### src/lfu_pkg.sv
package lfu_pkg;

  localparam int ENTRIES    = 16;
  localparam int COUNT_BITS = 16;
  localparam int TAG_BITS   = 64;

  localparam int KEY_W    = 64;
  localparam int HANDLE_W = 31;
  localparam int SIZE_W   = 63;
  localparam int CAP_W    = 5;

  localparam int IDX_W  = (ENTRIES > 1) ? $clog2(ENTRIES) : 1;
  localparam int RANK_W = IDX_W;
  localparam int VC_W   = $clog2(ENTRIES + 1);

  localparam logic [CAP_W-1:0]      CAP_RESET = 5'd16;
  localparam logic [COUNT_BITS-1:0] COUNT_MAX = '1;
  localparam logic [KEY_W-1:0]      TAG_MASK  = {KEY_W{1'b1}} >> (KEY_W - TAG_BITS);

  typedef enum logic [1:0] {
    ST_IDLE,
    ST_SCAN,
    ST_UPDATE
  } state_t;

  // one entry as seen through the store's scan read port
  typedef struct packed {
    logic                  valid;
    logic [KEY_W-1:0]      key;
    logic [HANDLE_W-1:0]   handle;
    logic [SIZE_W-1:0]     size;
    logic [COUNT_BITS-1:0] count;
    logic [RANK_W-1:0]     rank;
  } entry_rd_t;

  // accumulated result of one pass over the table
  typedef struct packed {
    logic                  found;
    logic [IDX_W-1:0]      found_idx;
    logic [RANK_W-1:0]     found_rank;
    logic [HANDLE_W-1:0]   found_handle;
    logic [SIZE_W-1:0]     found_size;
    logic                  vict_found;
    logic [IDX_W-1:0]      vict_idx;
    logic [COUNT_BITS-1:0] vict_count;
    logic [RANK_W-1:0]     vict_rank;
    logic [HANDLE_W-1:0]   vict_handle;
    logic                  free_found;
    logic [IDX_W-1:0]      free_idx;
  } scan_t;

  typedef struct packed {
    logic clr;
    logic step;
  } scan_ctl_t;

  // table update applied in the single update cycle
  typedef struct packed {
    logic                en;
    logic                do_hit;
    logic [IDX_W-1:0]    hit_idx;
    logic [RANK_W-1:0]   hit_rank;
    logic                do_evict;
    logic [IDX_W-1:0]    evict_idx;
    logic [RANK_W-1:0]   evict_rank;
    logic                do_insert;
    logic [IDX_W-1:0]    ins_idx;
    logic [KEY_W-1:0]    ins_key;
    logic [HANDLE_W-1:0] ins_handle;
    logic [SIZE_W-1:0]   ins_size;
  } upd_t;

endpackage

### src/lfu_store.sv
module lfu_store (
  input  logic                     clk,
  input  logic                     rst_n,
  input  logic [lfu_pkg::IDX_W-1:0] rd_idx,
  output lfu_pkg::entry_rd_t       rd_entry,
  input  lfu_pkg::upd_t            upd,
  output logic [lfu_pkg::VC_W-1:0] valid_count
);
  import lfu_pkg::*;

  logic                  valid_r   [ENTRIES];
  logic                  valid_nxt [ENTRIES];
  logic [KEY_W-1:0]      key_r     [ENTRIES];
  logic [KEY_W-1:0]      key_nxt   [ENTRIES];
  logic [HANDLE_W-1:0]   handle_r  [ENTRIES];
  logic [HANDLE_W-1:0]   handle_nxt[ENTRIES];
  logic [SIZE_W-1:0]     size_r    [ENTRIES];
  logic [SIZE_W-1:0]     size_nxt  [ENTRIES];
  logic [COUNT_BITS-1:0] count_r   [ENTRIES];
  logic [COUNT_BITS-1:0] count_nxt [ENTRIES];
  logic [RANK_W-1:0]     rank_r    [ENTRIES];
  logic [RANK_W-1:0]     rank_nxt  [ENTRIES];
  logic [VC_W-1:0]       vc_r;
  logic [VC_W-1:0]       vc_nxt;

  assign rd_entry.valid  = valid_r[rd_idx];
  assign rd_entry.key    = key_r[rd_idx];
  assign rd_entry.handle = handle_r[rd_idx];
  assign rd_entry.size   = size_r[rd_idx];
  assign rd_entry.count  = count_r[rd_idx];
  assign rd_entry.rank   = rank_r[rd_idx];
  assign valid_count     = vc_r;

  always_comb begin
    logic [RANK_W-1:0] r1;
    vc_nxt = vc_r;
    for (int j = 0; j < ENTRIES; j++) begin
      valid_nxt[j]  = valid_r[j];
      key_nxt[j]    = key_r[j];
      handle_nxt[j] = handle_r[j];
      size_nxt[j]   = size_r[j];
      count_nxt[j]  = count_r[j];
      rank_nxt[j]   = rank_r[j];
    end
    r1 = '0;
    if (upd.en && upd.do_hit) begin
      for (int j = 0; j < ENTRIES; j++) begin
        if (IDX_W'(j) == upd.hit_idx) begin
          rank_nxt[j] = '0;
          if (count_r[j] != COUNT_MAX) begin
            count_nxt[j] = count_r[j] + 1'b1;
          end
        end else if (valid_r[j] && rank_r[j] < upd.hit_rank) begin
          rank_nxt[j] = rank_r[j] + 1'b1;
        end
      end
    end else if (upd.en) begin
      for (int j = 0; j < ENTRIES; j++) begin
        if (upd.do_insert && IDX_W'(j) == upd.ins_idx) begin
          valid_nxt[j]  = 1'b1;
          key_nxt[j]    = upd.ins_key;
          handle_nxt[j] = upd.ins_handle;
          size_nxt[j]   = upd.ins_size;
          count_nxt[j]  = COUNT_BITS'(1);
          rank_nxt[j]   = '0;
        end else if (upd.do_evict && IDX_W'(j) == upd.evict_idx) begin
          valid_nxt[j] = 1'b0;
        end else if (valid_r[j]) begin
          // close the gap left by the victim, then age behind the new entry
          r1 = (upd.do_evict && rank_r[j] > upd.evict_rank) ? rank_r[j] - 1'b1 : rank_r[j];
          rank_nxt[j] = upd.do_insert ? r1 + 1'b1 : r1;
        end
      end
      vc_nxt = vc_r - VC_W'(upd.do_evict) + VC_W'(upd.do_insert);
    end
  end

  always_ff @(posedge clk) begin
    if (!rst_n) begin
      vc_r <= '0;
      for (int j = 0; j < ENTRIES; j++) begin
        valid_r[j] <= 1'b0;
      end
    end else begin
      vc_r <= vc_nxt;
      for (int j = 0; j < ENTRIES; j++) begin
        valid_r[j] <= valid_nxt[j];
      end
    end
  end

  always_ff @(posedge clk) begin
    for (int j = 0; j < ENTRIES; j++) begin
      key_r[j]    <= key_nxt[j];
      handle_r[j] <= handle_nxt[j];
      size_r[j]   <= size_nxt[j];
      count_r[j]  <= count_nxt[j];
      rank_r[j]   <= rank_nxt[j];
    end
  end

endmodule

### src/lfu_scan.sv
module lfu_scan (
  input  logic                      clk,
  input  lfu_pkg::scan_ctl_t        ctl,
  input  logic [lfu_pkg::IDX_W-1:0] idx,
  input  logic [lfu_pkg::KEY_W-1:0] key,
  input  lfu_pkg::entry_rd_t        ent,
  output lfu_pkg::scan_t            res
);
  import lfu_pkg::*;

  scan_t res_r;
  scan_t res_nxt;

  assign res = res_r;

  always_comb begin
    res_nxt = res_r;
    if (ctl.clr) begin
      res_nxt = '0;
    end else if (ctl.step) begin
      // first match wins
      if (ent.valid && ent.key == key && !res_r.found) begin
        res_nxt.found        = 1'b1;
        res_nxt.found_idx    = idx;
        res_nxt.found_rank   = ent.rank;
        res_nxt.found_handle = ent.handle;
        res_nxt.found_size   = ent.size;
      end
      // lowest count, oldest among ties
      if (ent.valid && (!res_r.vict_found || ent.count < res_r.vict_count ||
          (ent.count == res_r.vict_count && ent.rank > res_r.vict_rank))) begin
        res_nxt.vict_found  = 1'b1;
        res_nxt.vict_idx    = idx;
        res_nxt.vict_count  = ent.count;
        res_nxt.vict_rank   = ent.rank;
        res_nxt.vict_handle = ent.handle;
      end
      if (!ent.valid && !res_r.free_found) begin
        res_nxt.free_found = 1'b1;
        res_nxt.free_idx   = idx;
      end
    end
  end

  always_ff @(posedge clk) begin
    res_r <= res_nxt;
  end

endmodule

### src/lfu_ctrl.sv
module lfu_ctrl (
  input  logic                         clk,
  input  logic                         rst_n,
  input  logic [lfu_pkg::CAP_W-1:0]    cap,
  input  logic                         in_valid,
  output logic                         in_ready,
  input  logic [lfu_pkg::KEY_W-1:0]    in_key_tag,
  input  logic                         in_fill_ok,
  input  logic [lfu_pkg::HANDLE_W-1:0] in_fill_handle,
  input  logic [lfu_pkg::SIZE_W-1:0]   in_fill_size,
  output logic                         out_valid,
  input  logic                         out_ready,
  output logic                         out_hit,
  output logic                         out_result_ok,
  output logic [lfu_pkg::HANDLE_W-1:0] out_handle,
  output logic [lfu_pkg::SIZE_W-1:0]   out_size,
  output logic                         out_evicted,
  output logic [lfu_pkg::HANDLE_W-1:0] out_evicted_handle,
  output logic [lfu_pkg::IDX_W-1:0]    scan_idx,
  output logic [lfu_pkg::KEY_W-1:0]    scan_key,
  output lfu_pkg::scan_ctl_t           scan_ctl,
  input  lfu_pkg::scan_t               scan_res,
  input  logic [lfu_pkg::VC_W-1:0]     valid_count,
  output lfu_pkg::upd_t                upd
);
  import lfu_pkg::*;

  state_t              state_r, state_nxt;
  logic [IDX_W-1:0]    idx_r, idx_nxt;
  logic [KEY_W-1:0]    key_r;
  logic                fill_ok_r;
  logic [HANDLE_W-1:0] fill_handle_r;
  logic [SIZE_W-1:0]   fill_size_r;

  logic                out_valid_r, out_valid_nxt;
  logic                hit_r, ok_r, evicted_r;
  logic [HANDLE_W-1:0] handle_r, ev_handle_r;
  logic [SIZE_W-1:0]   size_r;

  logic            accept;
  logic            last_idx;
  logic            out_free;
  logic            do_upd;
  logic            is_fill;
  logic            full;
  logic            take_victim_slot;
  logic [VC_W-1:0] cap_eff;
  int unsigned     cap_i;

  assign accept   = in_valid && in_ready;
  assign last_idx = (idx_r == IDX_W'(ENTRIES - 1));
  assign out_free = !out_valid_r || out_ready;

  // clamp capacity into 1..ENTRIES
  always_comb begin
    cap_i = 32'(cap);
    if (cap_i == 0) begin
      cap_i = 1;
    end else if (cap_i > ENTRIES) begin
      cap_i = ENTRIES;
    end
    cap_eff = VC_W'(cap_i);
  end

  assign is_fill          = !scan_res.found && fill_ok_r;
  assign full             = valid_count >= cap_eff;
  assign take_victim_slot = !scan_res.free_found || scan_res.vict_idx < scan_res.free_idx;

  // next state
  always_comb begin
    state_nxt = state_r;
    idx_nxt   = idx_r;
    unique case (state_r)
      ST_IDLE: begin
        if (in_valid) begin
          state_nxt = ST_SCAN;
          idx_nxt   = '0;
        end
      end
      ST_SCAN: begin
        idx_nxt = idx_r + 1'b1;
        if (last_idx) begin
          state_nxt = ST_UPDATE;
        end
      end
      ST_UPDATE: begin
        if (out_free) begin
          state_nxt = ST_IDLE;
        end
      end
      default: begin
        state_nxt = ST_IDLE;
      end
    endcase
  end

  // outputs of the sequencer
  always_comb begin
    in_ready      = 1'b0;
    scan_ctl.clr  = 1'b0;
    scan_ctl.step = 1'b0;
    do_upd        = 1'b0;
    unique case (state_r)
      ST_IDLE: begin
        in_ready     = 1'b1;
        scan_ctl.clr = in_valid;
      end
      ST_SCAN: begin
        scan_ctl.step = 1'b1;
      end
      ST_UPDATE: begin
        do_upd = out_free;
      end
      default: begin
        in_ready = 1'b0;
      end
    endcase
  end

  assign scan_idx = idx_r;
  assign scan_key = key_r;

  always_comb begin
    upd.en         = do_upd;
    upd.do_hit     = scan_res.found;
    upd.hit_idx    = scan_res.found_idx;
    upd.hit_rank   = scan_res.found_rank;
    upd.do_evict   = is_fill && full && scan_res.vict_found;
    upd.evict_idx  = scan_res.vict_idx;
    upd.evict_rank = scan_res.vict_rank;
    upd.do_insert  = is_fill && (scan_res.free_found || upd.do_evict);
    upd.ins_idx    = (upd.do_evict && take_victim_slot) ? scan_res.vict_idx : scan_res.free_idx;
    upd.ins_key    = key_r;
    upd.ins_handle = fill_handle_r;
    upd.ins_size   = fill_size_r;
  end

  always_comb begin
    out_valid_nxt = out_valid_r;
    if (do_upd) begin
      out_valid_nxt = 1'b1;
    end else if (out_ready) begin
      out_valid_nxt = 1'b0;
    end
  end

  always_ff @(posedge clk) begin
    if (!rst_n) begin
      state_r     <= ST_IDLE;
      idx_r       <= '0;
      out_valid_r <= 1'b0;
    end else begin
      state_r     <= state_nxt;
      idx_r       <= idx_nxt;
      out_valid_r <= out_valid_nxt;
    end
  end

  // hold the item for the whole pass
  always_ff @(posedge clk) begin
    if (accept) begin
      key_r         <= in_key_tag & TAG_MASK;
      fill_ok_r     <= in_fill_ok;
      fill_handle_r <= in_fill_handle;
      fill_size_r   <= in_fill_size;
    end
  end

  always_ff @(posedge clk) begin
    if (do_upd) begin
      hit_r       <= scan_res.found;
      ok_r        <= scan_res.found || fill_ok_r;
      evicted_r   <= upd.do_evict;
      ev_handle_r <= upd.do_evict ? scan_res.vict_handle : '0;
      if (scan_res.found) begin
        handle_r <= scan_res.found_handle;
        size_r   <= scan_res.found_size;
      end else if (fill_ok_r) begin
        handle_r <= fill_handle_r;
        size_r   <= fill_size_r;
      end else begin
        handle_r <= '0;
        size_r   <= '0;
      end
    end
  end

  assign out_valid          = out_valid_r;
  assign out_hit            = hit_r;
  assign out_result_ok      = ok_r;
  assign out_handle         = handle_r;
  assign out_size           = size_r;
  assign out_evicted        = evicted_r;
  assign out_evicted_handle = ev_handle_r;

endmodule

### src/lfu_cache_lru_tiebreak_unit.sv
// An accepted item makes one pass over all 16 table entries through the shared
// compare unit, then the update cycle, after which out_valid rises.
// No new item is taken during a pass; in_ready is high only between items, and a
// result not yet taken holds the update cycle until out_ready.
// Reset: clears all entry valid bits, the occupancy count and the sequencer;
// the capacity register cap_r returns to 16. No clearing pass: the block is ready at once.
module lfu_cache_lru_tiebreak_unit (
  input  logic                         clk,
  input  logic                         rst_n,
  input  logic                         cfg_valid,
  output logic                         cfg_ready,
  input  logic [lfu_pkg::CAP_W-1:0]    cfg_data,
  input  logic                         in_valid,
  output logic                         in_ready,
  input  logic [lfu_pkg::KEY_W-1:0]    in_key_tag,
  input  logic                         in_fill_ok,
  input  logic [lfu_pkg::HANDLE_W-1:0] in_fill_handle,
  input  logic [lfu_pkg::SIZE_W-1:0]   in_fill_size,
  output logic                         out_valid,
  input  logic                         out_ready,
  output logic                         out_hit,
  output logic                         out_result_ok,
  output logic [lfu_pkg::HANDLE_W-1:0] out_handle,
  output logic [lfu_pkg::SIZE_W-1:0]   out_size,
  output logic                         out_evicted,
  output logic [lfu_pkg::HANDLE_W-1:0] out_evicted_handle
);
  import lfu_pkg::*;

  logic [CAP_W-1:0] cap_r;
  logic [IDX_W-1:0] scan_idx;
  logic [KEY_W-1:0] scan_key;
  logic [VC_W-1:0]  valid_count;
  scan_ctl_t        scan_ctl;
  scan_t            scan_res;
  entry_rd_t        rd_entry;
  upd_t             upd;

  assign cfg_ready = 1'b1;

  always_ff @(posedge clk) begin
    if (!rst_n) begin
      cap_r <= CAP_RESET;
    end else if (cfg_valid) begin
      cap_r <= cfg_data;
    end
  end

  lfu_store u_store (
    .clk         (clk),
    .rst_n       (rst_n),
    .rd_idx      (scan_idx),
    .rd_entry    (rd_entry),
    .upd         (upd),
    .valid_count (valid_count)
  );

  lfu_scan u_scan (
    .clk (clk),
    .ctl (scan_ctl),
    .idx (scan_idx),
    .key (scan_key),
    .ent (rd_entry),
    .res (scan_res)
  );

  lfu_ctrl u_ctrl (
    .clk                (clk),
    .rst_n              (rst_n),
    .cap                (cap_r),
    .in_valid           (in_valid),
    .in_ready           (in_ready),
    .in_key_tag         (in_key_tag),
    .in_fill_ok         (in_fill_ok),
    .in_fill_handle     (in_fill_handle),
    .in_fill_size       (in_fill_size),
    .out_valid          (out_valid),
    .out_ready          (out_ready),
    .out_hit            (out_hit),
    .out_result_ok      (out_result_ok),
    .out_handle         (out_handle),
    .out_size           (out_size),
    .out_evicted        (out_evicted),
    .out_evicted_handle (out_evicted_handle),
    .scan_idx           (scan_idx),
    .scan_key           (scan_key),
    .scan_ctl           (scan_ctl),
    .scan_res           (scan_res),
    .valid_count        (valid_count),
    .upd                (upd)
  );

endmodule
### config.mk
export PLATFORM = sky130hd
export DESIGN_NAME = lfu_cache_lru_tiebreak_unit
export DESIGN_NICKNAME = d
export VERILOG_FILES = /design/src/lfu_pkg.sv /design/src/lfu_store.sv /design/src/lfu_scan.sv /design/src/lfu_ctrl.sv /design/src/lfu_cache_lru_tiebreak_unit.sv
export SDC_FILE = /design/constraint.sdc
export NUM_CORES = 2
export LEC_CHECK = 0
export ABC_CLOCK_PERIOD_IN_PS = 23500
export BUFFER_PORTS_ARGS = -buffer_cell sky130_fd_sc_hd__clkbuf_2
export CAP_MARGIN = 20
export CELL_PAD_IN_SITES_DETAIL_PLACEMENT = 1
export CELL_PAD_IN_SITES_GLOBAL_PLACEMENT = 2
export CORE_MARGIN = 3
export CORE_UTILIZATION = 41
export DETAILED_ROUTE_END_ITERATION = 16
export PLACE_DENSITY_LB_ADDON = 0.2
export SETUP_SLACK_MARGIN = 0.05
export SYNTH_ARGS = -nofsm -noshare
export SYNTH_HDL_FRONTEND = slang
export SYNTH_HIERARCHICAL = 1
export SYNTH_SLANG_ARGS = --single-unit
### constraint.sdc
create_clock -name clk -period 23.5 [get_ports clk]
set_clock_uncertainty 0.05 [all_clocks]
set_input_delay 2.35 -clock clk [delete_from_list [all_inputs] [get_ports clk]]
set_output_delay 2.35 -clock clk [all_outputs]
set_load 0.05 [all_outputs]
---- Word level (Yosys, flattened, before mapping) ----
Memory sizes are Yosys's and may differ from the RTL's. A register that Yosys moved wholly into a read port is not among the register bits.
Index checks and enable logic that the tools add are counted.
operators by class
  equal/unequal tests ..................... 117
  $add $sub $neg .......................... 67
  $lt $le $gt $ge ......................... 37
  bitwise operators ....................... 17
  reduce and logical (&&, ||, !) cells .... 161
  multiplexer cells ....................... 434
operators with widths
  cell                                                count
  2-to-1 mux 64 bit                                   33
  2-to-1 mux 63 bit                                   33
  2-to-1 mux 1024 bit                                 2
  2-to-1 mux 1008 bit                                 2
  2-to-1 mux 31 bit                                   33
  2-to-1 mux 496 bit                                  2
  OR reduction 64 bit                                 15
  OR reduction 63 bit                                 15
  2-to-1 mux 16 bit                                   50
  2-to-1 mux 4 bit                                    169
  2-to-1 mux 256 bit                                  2
  OR reduction 31 bit                                 15
  adder 16 x 1 -> 16 bit, second input constant       16
  inequality test 16 bit, second input constant       16
  adder 4 x 1 -> 4 bit, second input constant         33
  2-to-1 mux 1 bit                                    101
  equality test 4 bit, first input constant           24
  logical AND 1 bit                                   76
  > comparator 4 bit                                  17
  less-than comparator 4 bit                          17
  equality test 64 bit                                1
  subtractor 4 x 1 -> 4 bit, second input constant    16
  AND reduction 3 bit                                 17
  equality test 3 x 4 -> 1 bit, first input constant  12
  other kinds (28)                                    116
storage, ports and cells
  memories ................................ 6
  register bits after elaboration ......... 405
  RAM bits ................................ 2,864
  input bits .............................. 169
  output and inout port bits .............. 131
  word-level logic and storage cells ...... 865
memory list
  memory            words  width  read ports  clocked after Yosys merged registers in  wr ports  line             text
  u_store.key_r     16     64     1           1                                        1         lfu_store.sv:13  logic [KEY_W-1:0] key_r [ENTRIES];
  u_store.size_r    16     63     1           1                                        1         lfu_store.sv:17  logic [SIZE_W-1:0] size_r [ENTRIES];
  u_store.handle_r  16     31     1           1                                        1         lfu_store.sv:15  logic [HANDLE_W-1:0] handle_r [ENTRIES];
  u_store.count_r   16     16     17          1                                        16        lfu_store.sv:19  logic [COUNT_BITS-1:0] count_r [ENTRIES];
  u_store.rank_r    16     4      17          1                                        16        lfu_store.sv:21  logic [RANK_W-1:0] rank_r [ENTRIES];
  u_store.valid_r   16     1      17          1                                        16        lfu_store.sv:11  logic valid_r [ENTRIES];

---- Logic depth before layout (Yosys ltp) ----
  word-level depth ........................ 28
  gate-level depth with buffers ........... 24
  mapped depth without buffers ............ 20

---- Cells and area by module ----
The synthesis kept the hierarchy.
by module, submodules not included
  module                       area an instance (µm²)  cells each  sequential area each (µm²)  times used
  lfu_store                    120,809.6               6,242       86,032.5                    1
  lfu_ctrl                     11,003.1                601         8,758.4                     1
  lfu_scan                     7,815.0                 899         3,283.1                     1
  lfu_cache_lru_tiebreak_unit  201.4                   18          100.1                       1

---- Worst setup path after synthesis ----
Ideal clock, no wire load.
  path type ............................... input port to flip-flop
  start point ............................. in out_ready
  end point ............................... mem u_store.count_r[13][0] (enable)
  library setup time ...................... 0.399 ns
  arrival ................................. 17.139 ns
  cell stages on the path ................. 8
  slack ................................... 5.912 ns
  buffers on the path ..................... 1
  data required time ...................... 23.051 ns
  cells stage by stage .................... nand2b_1 nor2b_1 buf_4 nor2b_1 nand3_1 nor2_1 a21oi_1 a41oi_1
RTL lines
  element          line                               text
  start, declared  lfu_cache_lru_tiebreak_unit.sv:20  input logic out_ready,
  end, declared    lfu_store.sv:19

==> results.md <==
STA:
- The count of pins over their slew limit came to 0.
- The worst pin sits at a relative slew slack of 0.212.
- The total of endpoints with negative setup slack in the final report is 0.
- Setup repair after global routing left no endpoint under its margin.
- The final total negative setup slack is 0 ns.
- After layout, the worst setup slack is 14.69 ns.
- The total count of hold-check failures in the final report is 0.
- The clock period could shrink to 8.81 ns.
- The share of the cycle needed by the critical path after routing is 0.375.
- For the pin with the worst max-slew slack, the measured transition is 1.18 ns.
- Static timing analysis puts the maximum clock frequency at 114 MHz.

Synth:
- The share of synthesized area spent on multiplexers is 0.146.
- The number of library cell types mapped by synthesis is 68.
- Synthesis handed over a netlist of 7,760 instances.
- Counting every net in the synthesized netlist gives 8,140.
- For this run, asynchronously set or reset flops after synthesis account for 0.
- For this run, the register share of the synthesized area comes to 0.702.
- The post-synthesis share of cell area spent on and, or, nand and nor gates is 0.0496.
- The dominant combinational cell family by area after synthesis is multiplexers.
- Of the total synthesized cell area, the portion taken by full adders, half adders and majority gates is 0.0189.
- The synthesized-area fraction occupied by ao, oa, aoi and oai cells is 0.0398.
- The dominant register cell in the synthesized netlist is edfxtp_1.
- During synthesis, Yosys emitted a total of 6 warnings.
- The flop and latch count out of synthesis is 3,332.
- The average instance in the mapped netlist occupies 18.0 um2.
- Counting flops with a built-in enable in the synthesized netlist gives 3,144.
- The synthesized-area fraction occupied by xor and xnor cells is 0.0227.
- Summing every instance area after synthesis gives 0.140 mm2.

Clocking:
- The number of clock buffers added by TritonCTS is 362.
- The number of sinks on the clock net is 3,332.
- Gates resized during post-CTS repair numbered 0.
- The clock reaches the later pin of the worst-skew pair after 0.94 ns.
- The CTS tree is yes.
- The H-tree was split into 5 levels.
- The number of buffers inserted by post-CTS setup repair is 0.
- For this design, the CTS-stage hold fixing added 0 buffers.
- The clock-pin transition on the worst setup and hold timing paths is 0.06 ns.
- No sink is reached through more buffers than the 4 on the longest clock path.
- The root buffer cell chosen for the clock tree is clkbuf_16.

Critical path:
- The data required time of the critical path is 24.28 ns.
- The critical path is of the flop to flop type.
- STA classifies the critical path endpoint as a flop.
- The most critical setup path has its endpoint at u_scan/res[75].
- The startpoint class of the critical path is a flop.
- The critical path starts at u_ctrl/scan_idx[0].
- The worst reg2reg path endpoint is u_scan/res[75].
- The largest driver fanout on the critical path is 45.
- The worst reg-to-reg path cell count is 16.
- The critical register-to-register path startpoint is u_ctrl/scan_idx[0].
- For the worst setup path, the data arrival time is 9.59 ns.
- The worst reg-to-reg setup slack is 14.69 ns.

Route:
- The post-detailed-route wirelength per cell is 31.3 um.
- The number of DRC violations after detailed-routing iteration 0 is 7,184.
- Detailed routing inserted a total of 75,327 vias.
- The number of antenna-violating nets in the routed design is 0.
- The first detailed-routing pass took 5 iterations.
- For this run, design rule violations remaining after detail routing come to 0.
- The final routed wirelength across all metal layers is 405,000 um.
- The number of vias per cell is 5.82.

Die:
- The y dimension of the die is 590 um.
- The area of the die is 0.348 mm2.
- 300 I/O pins were placed.
- After floorplanning, the core was divided into 213 placement rows.
- In this run the standard cell core region covers 0.338 mm2.
- Measured along the x axis, the die boundary spans 590 um.
- The initial utilization of the core area, before any placement, comes to 0.413.

Finish:
- Once layout is complete, the cells apart from fillers number 12,935.
- Of the cells placed in the final design, the portion with a size suffix greater than 1 is 0.225.
- Summing all flip-flop and latch instances after layout gives 0.0982 mm2.
- In the final layout, the multi-input gates occupy 0.0389 mm2.
- After the last flow step, the layout net total stands at 8,491.
- The number of fill cells in the layout is 31,675.
- After routing the design area is 0.158 mm2.
- Compared with the post-synthesis result, the final layout area differs by 12.9%.

Global routing:
- Summed over all layers, the global routing overflow is 0.
- The number of global-route vias before repair is 80,073.
- The all-layer global routing usage is 0.231.
- The largest net degree at the start of global routing is 127.
- The first global-routing pass estimated 587,000 um of wire.
- The initial antenna violation count was 19.

Placement:
- Input and output buffers added on the ports amount to 298.
- At the end of routability-driven placement, the weighted congestion stood at 0.800.
- The instance area after placement is 0.146 mm2.
- After detailed placement, the design holds a cell count of 12,261.
- The post-placement setup slack is 14.64 ns.
- Once detailed placement completed, the half-perimeter wirelength came to 231,000 um.

Run status:
- The flow ran to the end, and the final reports show no timing, DRC or antenna violations.

Power and ir drop:
- Power comes to 12,700 uW.
- The analysis attributes to cell leakage a power of 0.0491 uW.
- The power density over cell area is 80.7 mW/mm2.
- The worst-case vdd ir drop is 0.0591 mV.

Flow run:
- Max-cap violations in this run came to 0.

Hold path:
- The path class of the lowest-slack min-delay path is flop to flop.
-- through the flow --
step / hold WS [ns] / utilization
after detailed placement: 0.411 / 0.432
after floorplan: 0.394 / -
after global placement: 0.405 / 0.432
final: 0.418 / 0.467
after global routing: 0.446 / 0.467
after CTS: 0.425 / 0.467
-- cells in the final DEF, fill, tap and decap left out, types with 178 or more instances in the layout --
cell type,Yosys,routed
mux2i_1,185,185
mux4_2,816,816
xor2_1,178,178
clkbuf_16,0,366
edfxtp_1,3144,3144
nand2_1,244,243
xnor2_1,185,185
a21oi_1,334,334
nor2_1,273,258
clkbuf_2,0,298
dfxtp_1,188,182
ha_1,210,210
nand3_1,269,269
-- cells in the mapped netlist (37+ instances only) --
library cell | count | share of area
clkbuf_1 | 191 | 0.0051
ha_1 | 210 | 0.019
mux4_2 | 816 | 0.13
nand4_1 | 61 | 0.0027
nor2_1 | 273 | 0.0073
dfxtp_1 | 188 | 0.027
nand2b_1 | 123 | 0.0055
mux2i_1 | 185 | 0.013
edfxtp_1 | 3144 | 0.68
or3_1 | 54 | 0.0024
nand2_1 | 244 | 0.0065
and3_1 | 64 | 0.0029
nor2b_1 | 154 | 0.0069
xnor2_1 | 185 | 0.012
xor2_1 | 178 | 0.011
buf_2 | 98 | 0.0035
a21oi_1 | 334 | 0.012
a22o_1 | 105 | 0.0066
nand3_1 | 269 | 0.0096
o21ai_0 | 117 | 0.0042
o21ai_1 | 102 | 0.0037
a211oi_1 | 105 | 0.0056
inv_1 | 103 | 0.0028
buf_4 | 135 | 0.0072
buf_1 | 37 | 0.00099
-- worst min path at each step --
| stage | start | end | cells past startpoint |
|---|---|---|---|
| 4_1_cts | u_scan/res[24] | u_scan/res[24] | 2 |
| 3_5_place_dp | u_scan/res[30] | u_scan/res[30] | 2 |
| 5_1_grt | u_scan/res[6] | u_scan/res[6] | 2 |
| 3_3_place_gp | u_scan/res[22] | u_scan/res[22] | 2 |
| 6_report | u_scan/res[8] | u_scan/res[8] | 2 |
| 2_1_floorplan | u_scan/res[10] | u_scan/res[10] | 2 |
-- critical path: stages (launching register included) --
cell	delay, ns
dfxtp_4	0.76
buf_4	0.58
buf_4	0.82
buf_4	0.61
buf_4	0.77
mux4_2	0.60
nor2b_1	0.14
a211oi_1	0.25
a21oi_1	0.08
xor2_1	0.18
nor4_1	0.80
nand4_1	0.19
and4b_4	0.77
buf_4	0.71
buf_4	0.65
nand3_1	0.18
a21oi_1	0.17
-- power by group --
| group | internal [uW] | leakage, uW | total (uW) | switching, uW |
|---|---|---|---|---|
| clock network | 3290 | 0.00576 | 5690 | 2390 |
| logic | 200 | 0.0139 | 440 | 239 |
| registers | 6520 | 0.0295 | 6610 | 89.7 |
-- registers in the layout (all words and copies together), names as in the netlist, 63 cells and up --
register and cells:
u_ctrl/fill_size_r 63, u_ctrl/out_size 63, u_ctrl/scan_key 64, u_scan/res 164, u_store/count_r 256, u_store/handle_r 496, u_store/key_r 1024, u_store/rank_r 64
u_store/size_r 1008
-- cell type report --
cell class	count	share of cell area
clock buffer	479	0.0620
sequential	3332	0.622
timing repair buffer	467	0.0189
antenna	5	0.0000792
multi-input combinational	3843	0.246
clock inverter	189	0.0125
tap	4515	0.0358
inverter	105	0.00259
-- routing by layer --
| layer | routed length, um | track usage |
|---|---|---|
| met5 | 41 | 0 |
| met4 | 9830 | 0.0558 |
| met3 | 20900 | 0.0286 |
| met2 | 196000 | 0.378 |
| met1 | 178000 | 0.329 |
-- kinds of logic (layout without fill, tap and decap cells) --
family          Yosys count  count (layout)
other cells               1               6
flops                  3332            3332
simple gates           1354            1354
compound gates          903             903
fa+ha+maj               211             211
xor+xnor                363             363
buf+inv                 585            1240
mux                    1011            1011
Power figures use the tool's default switching activity.
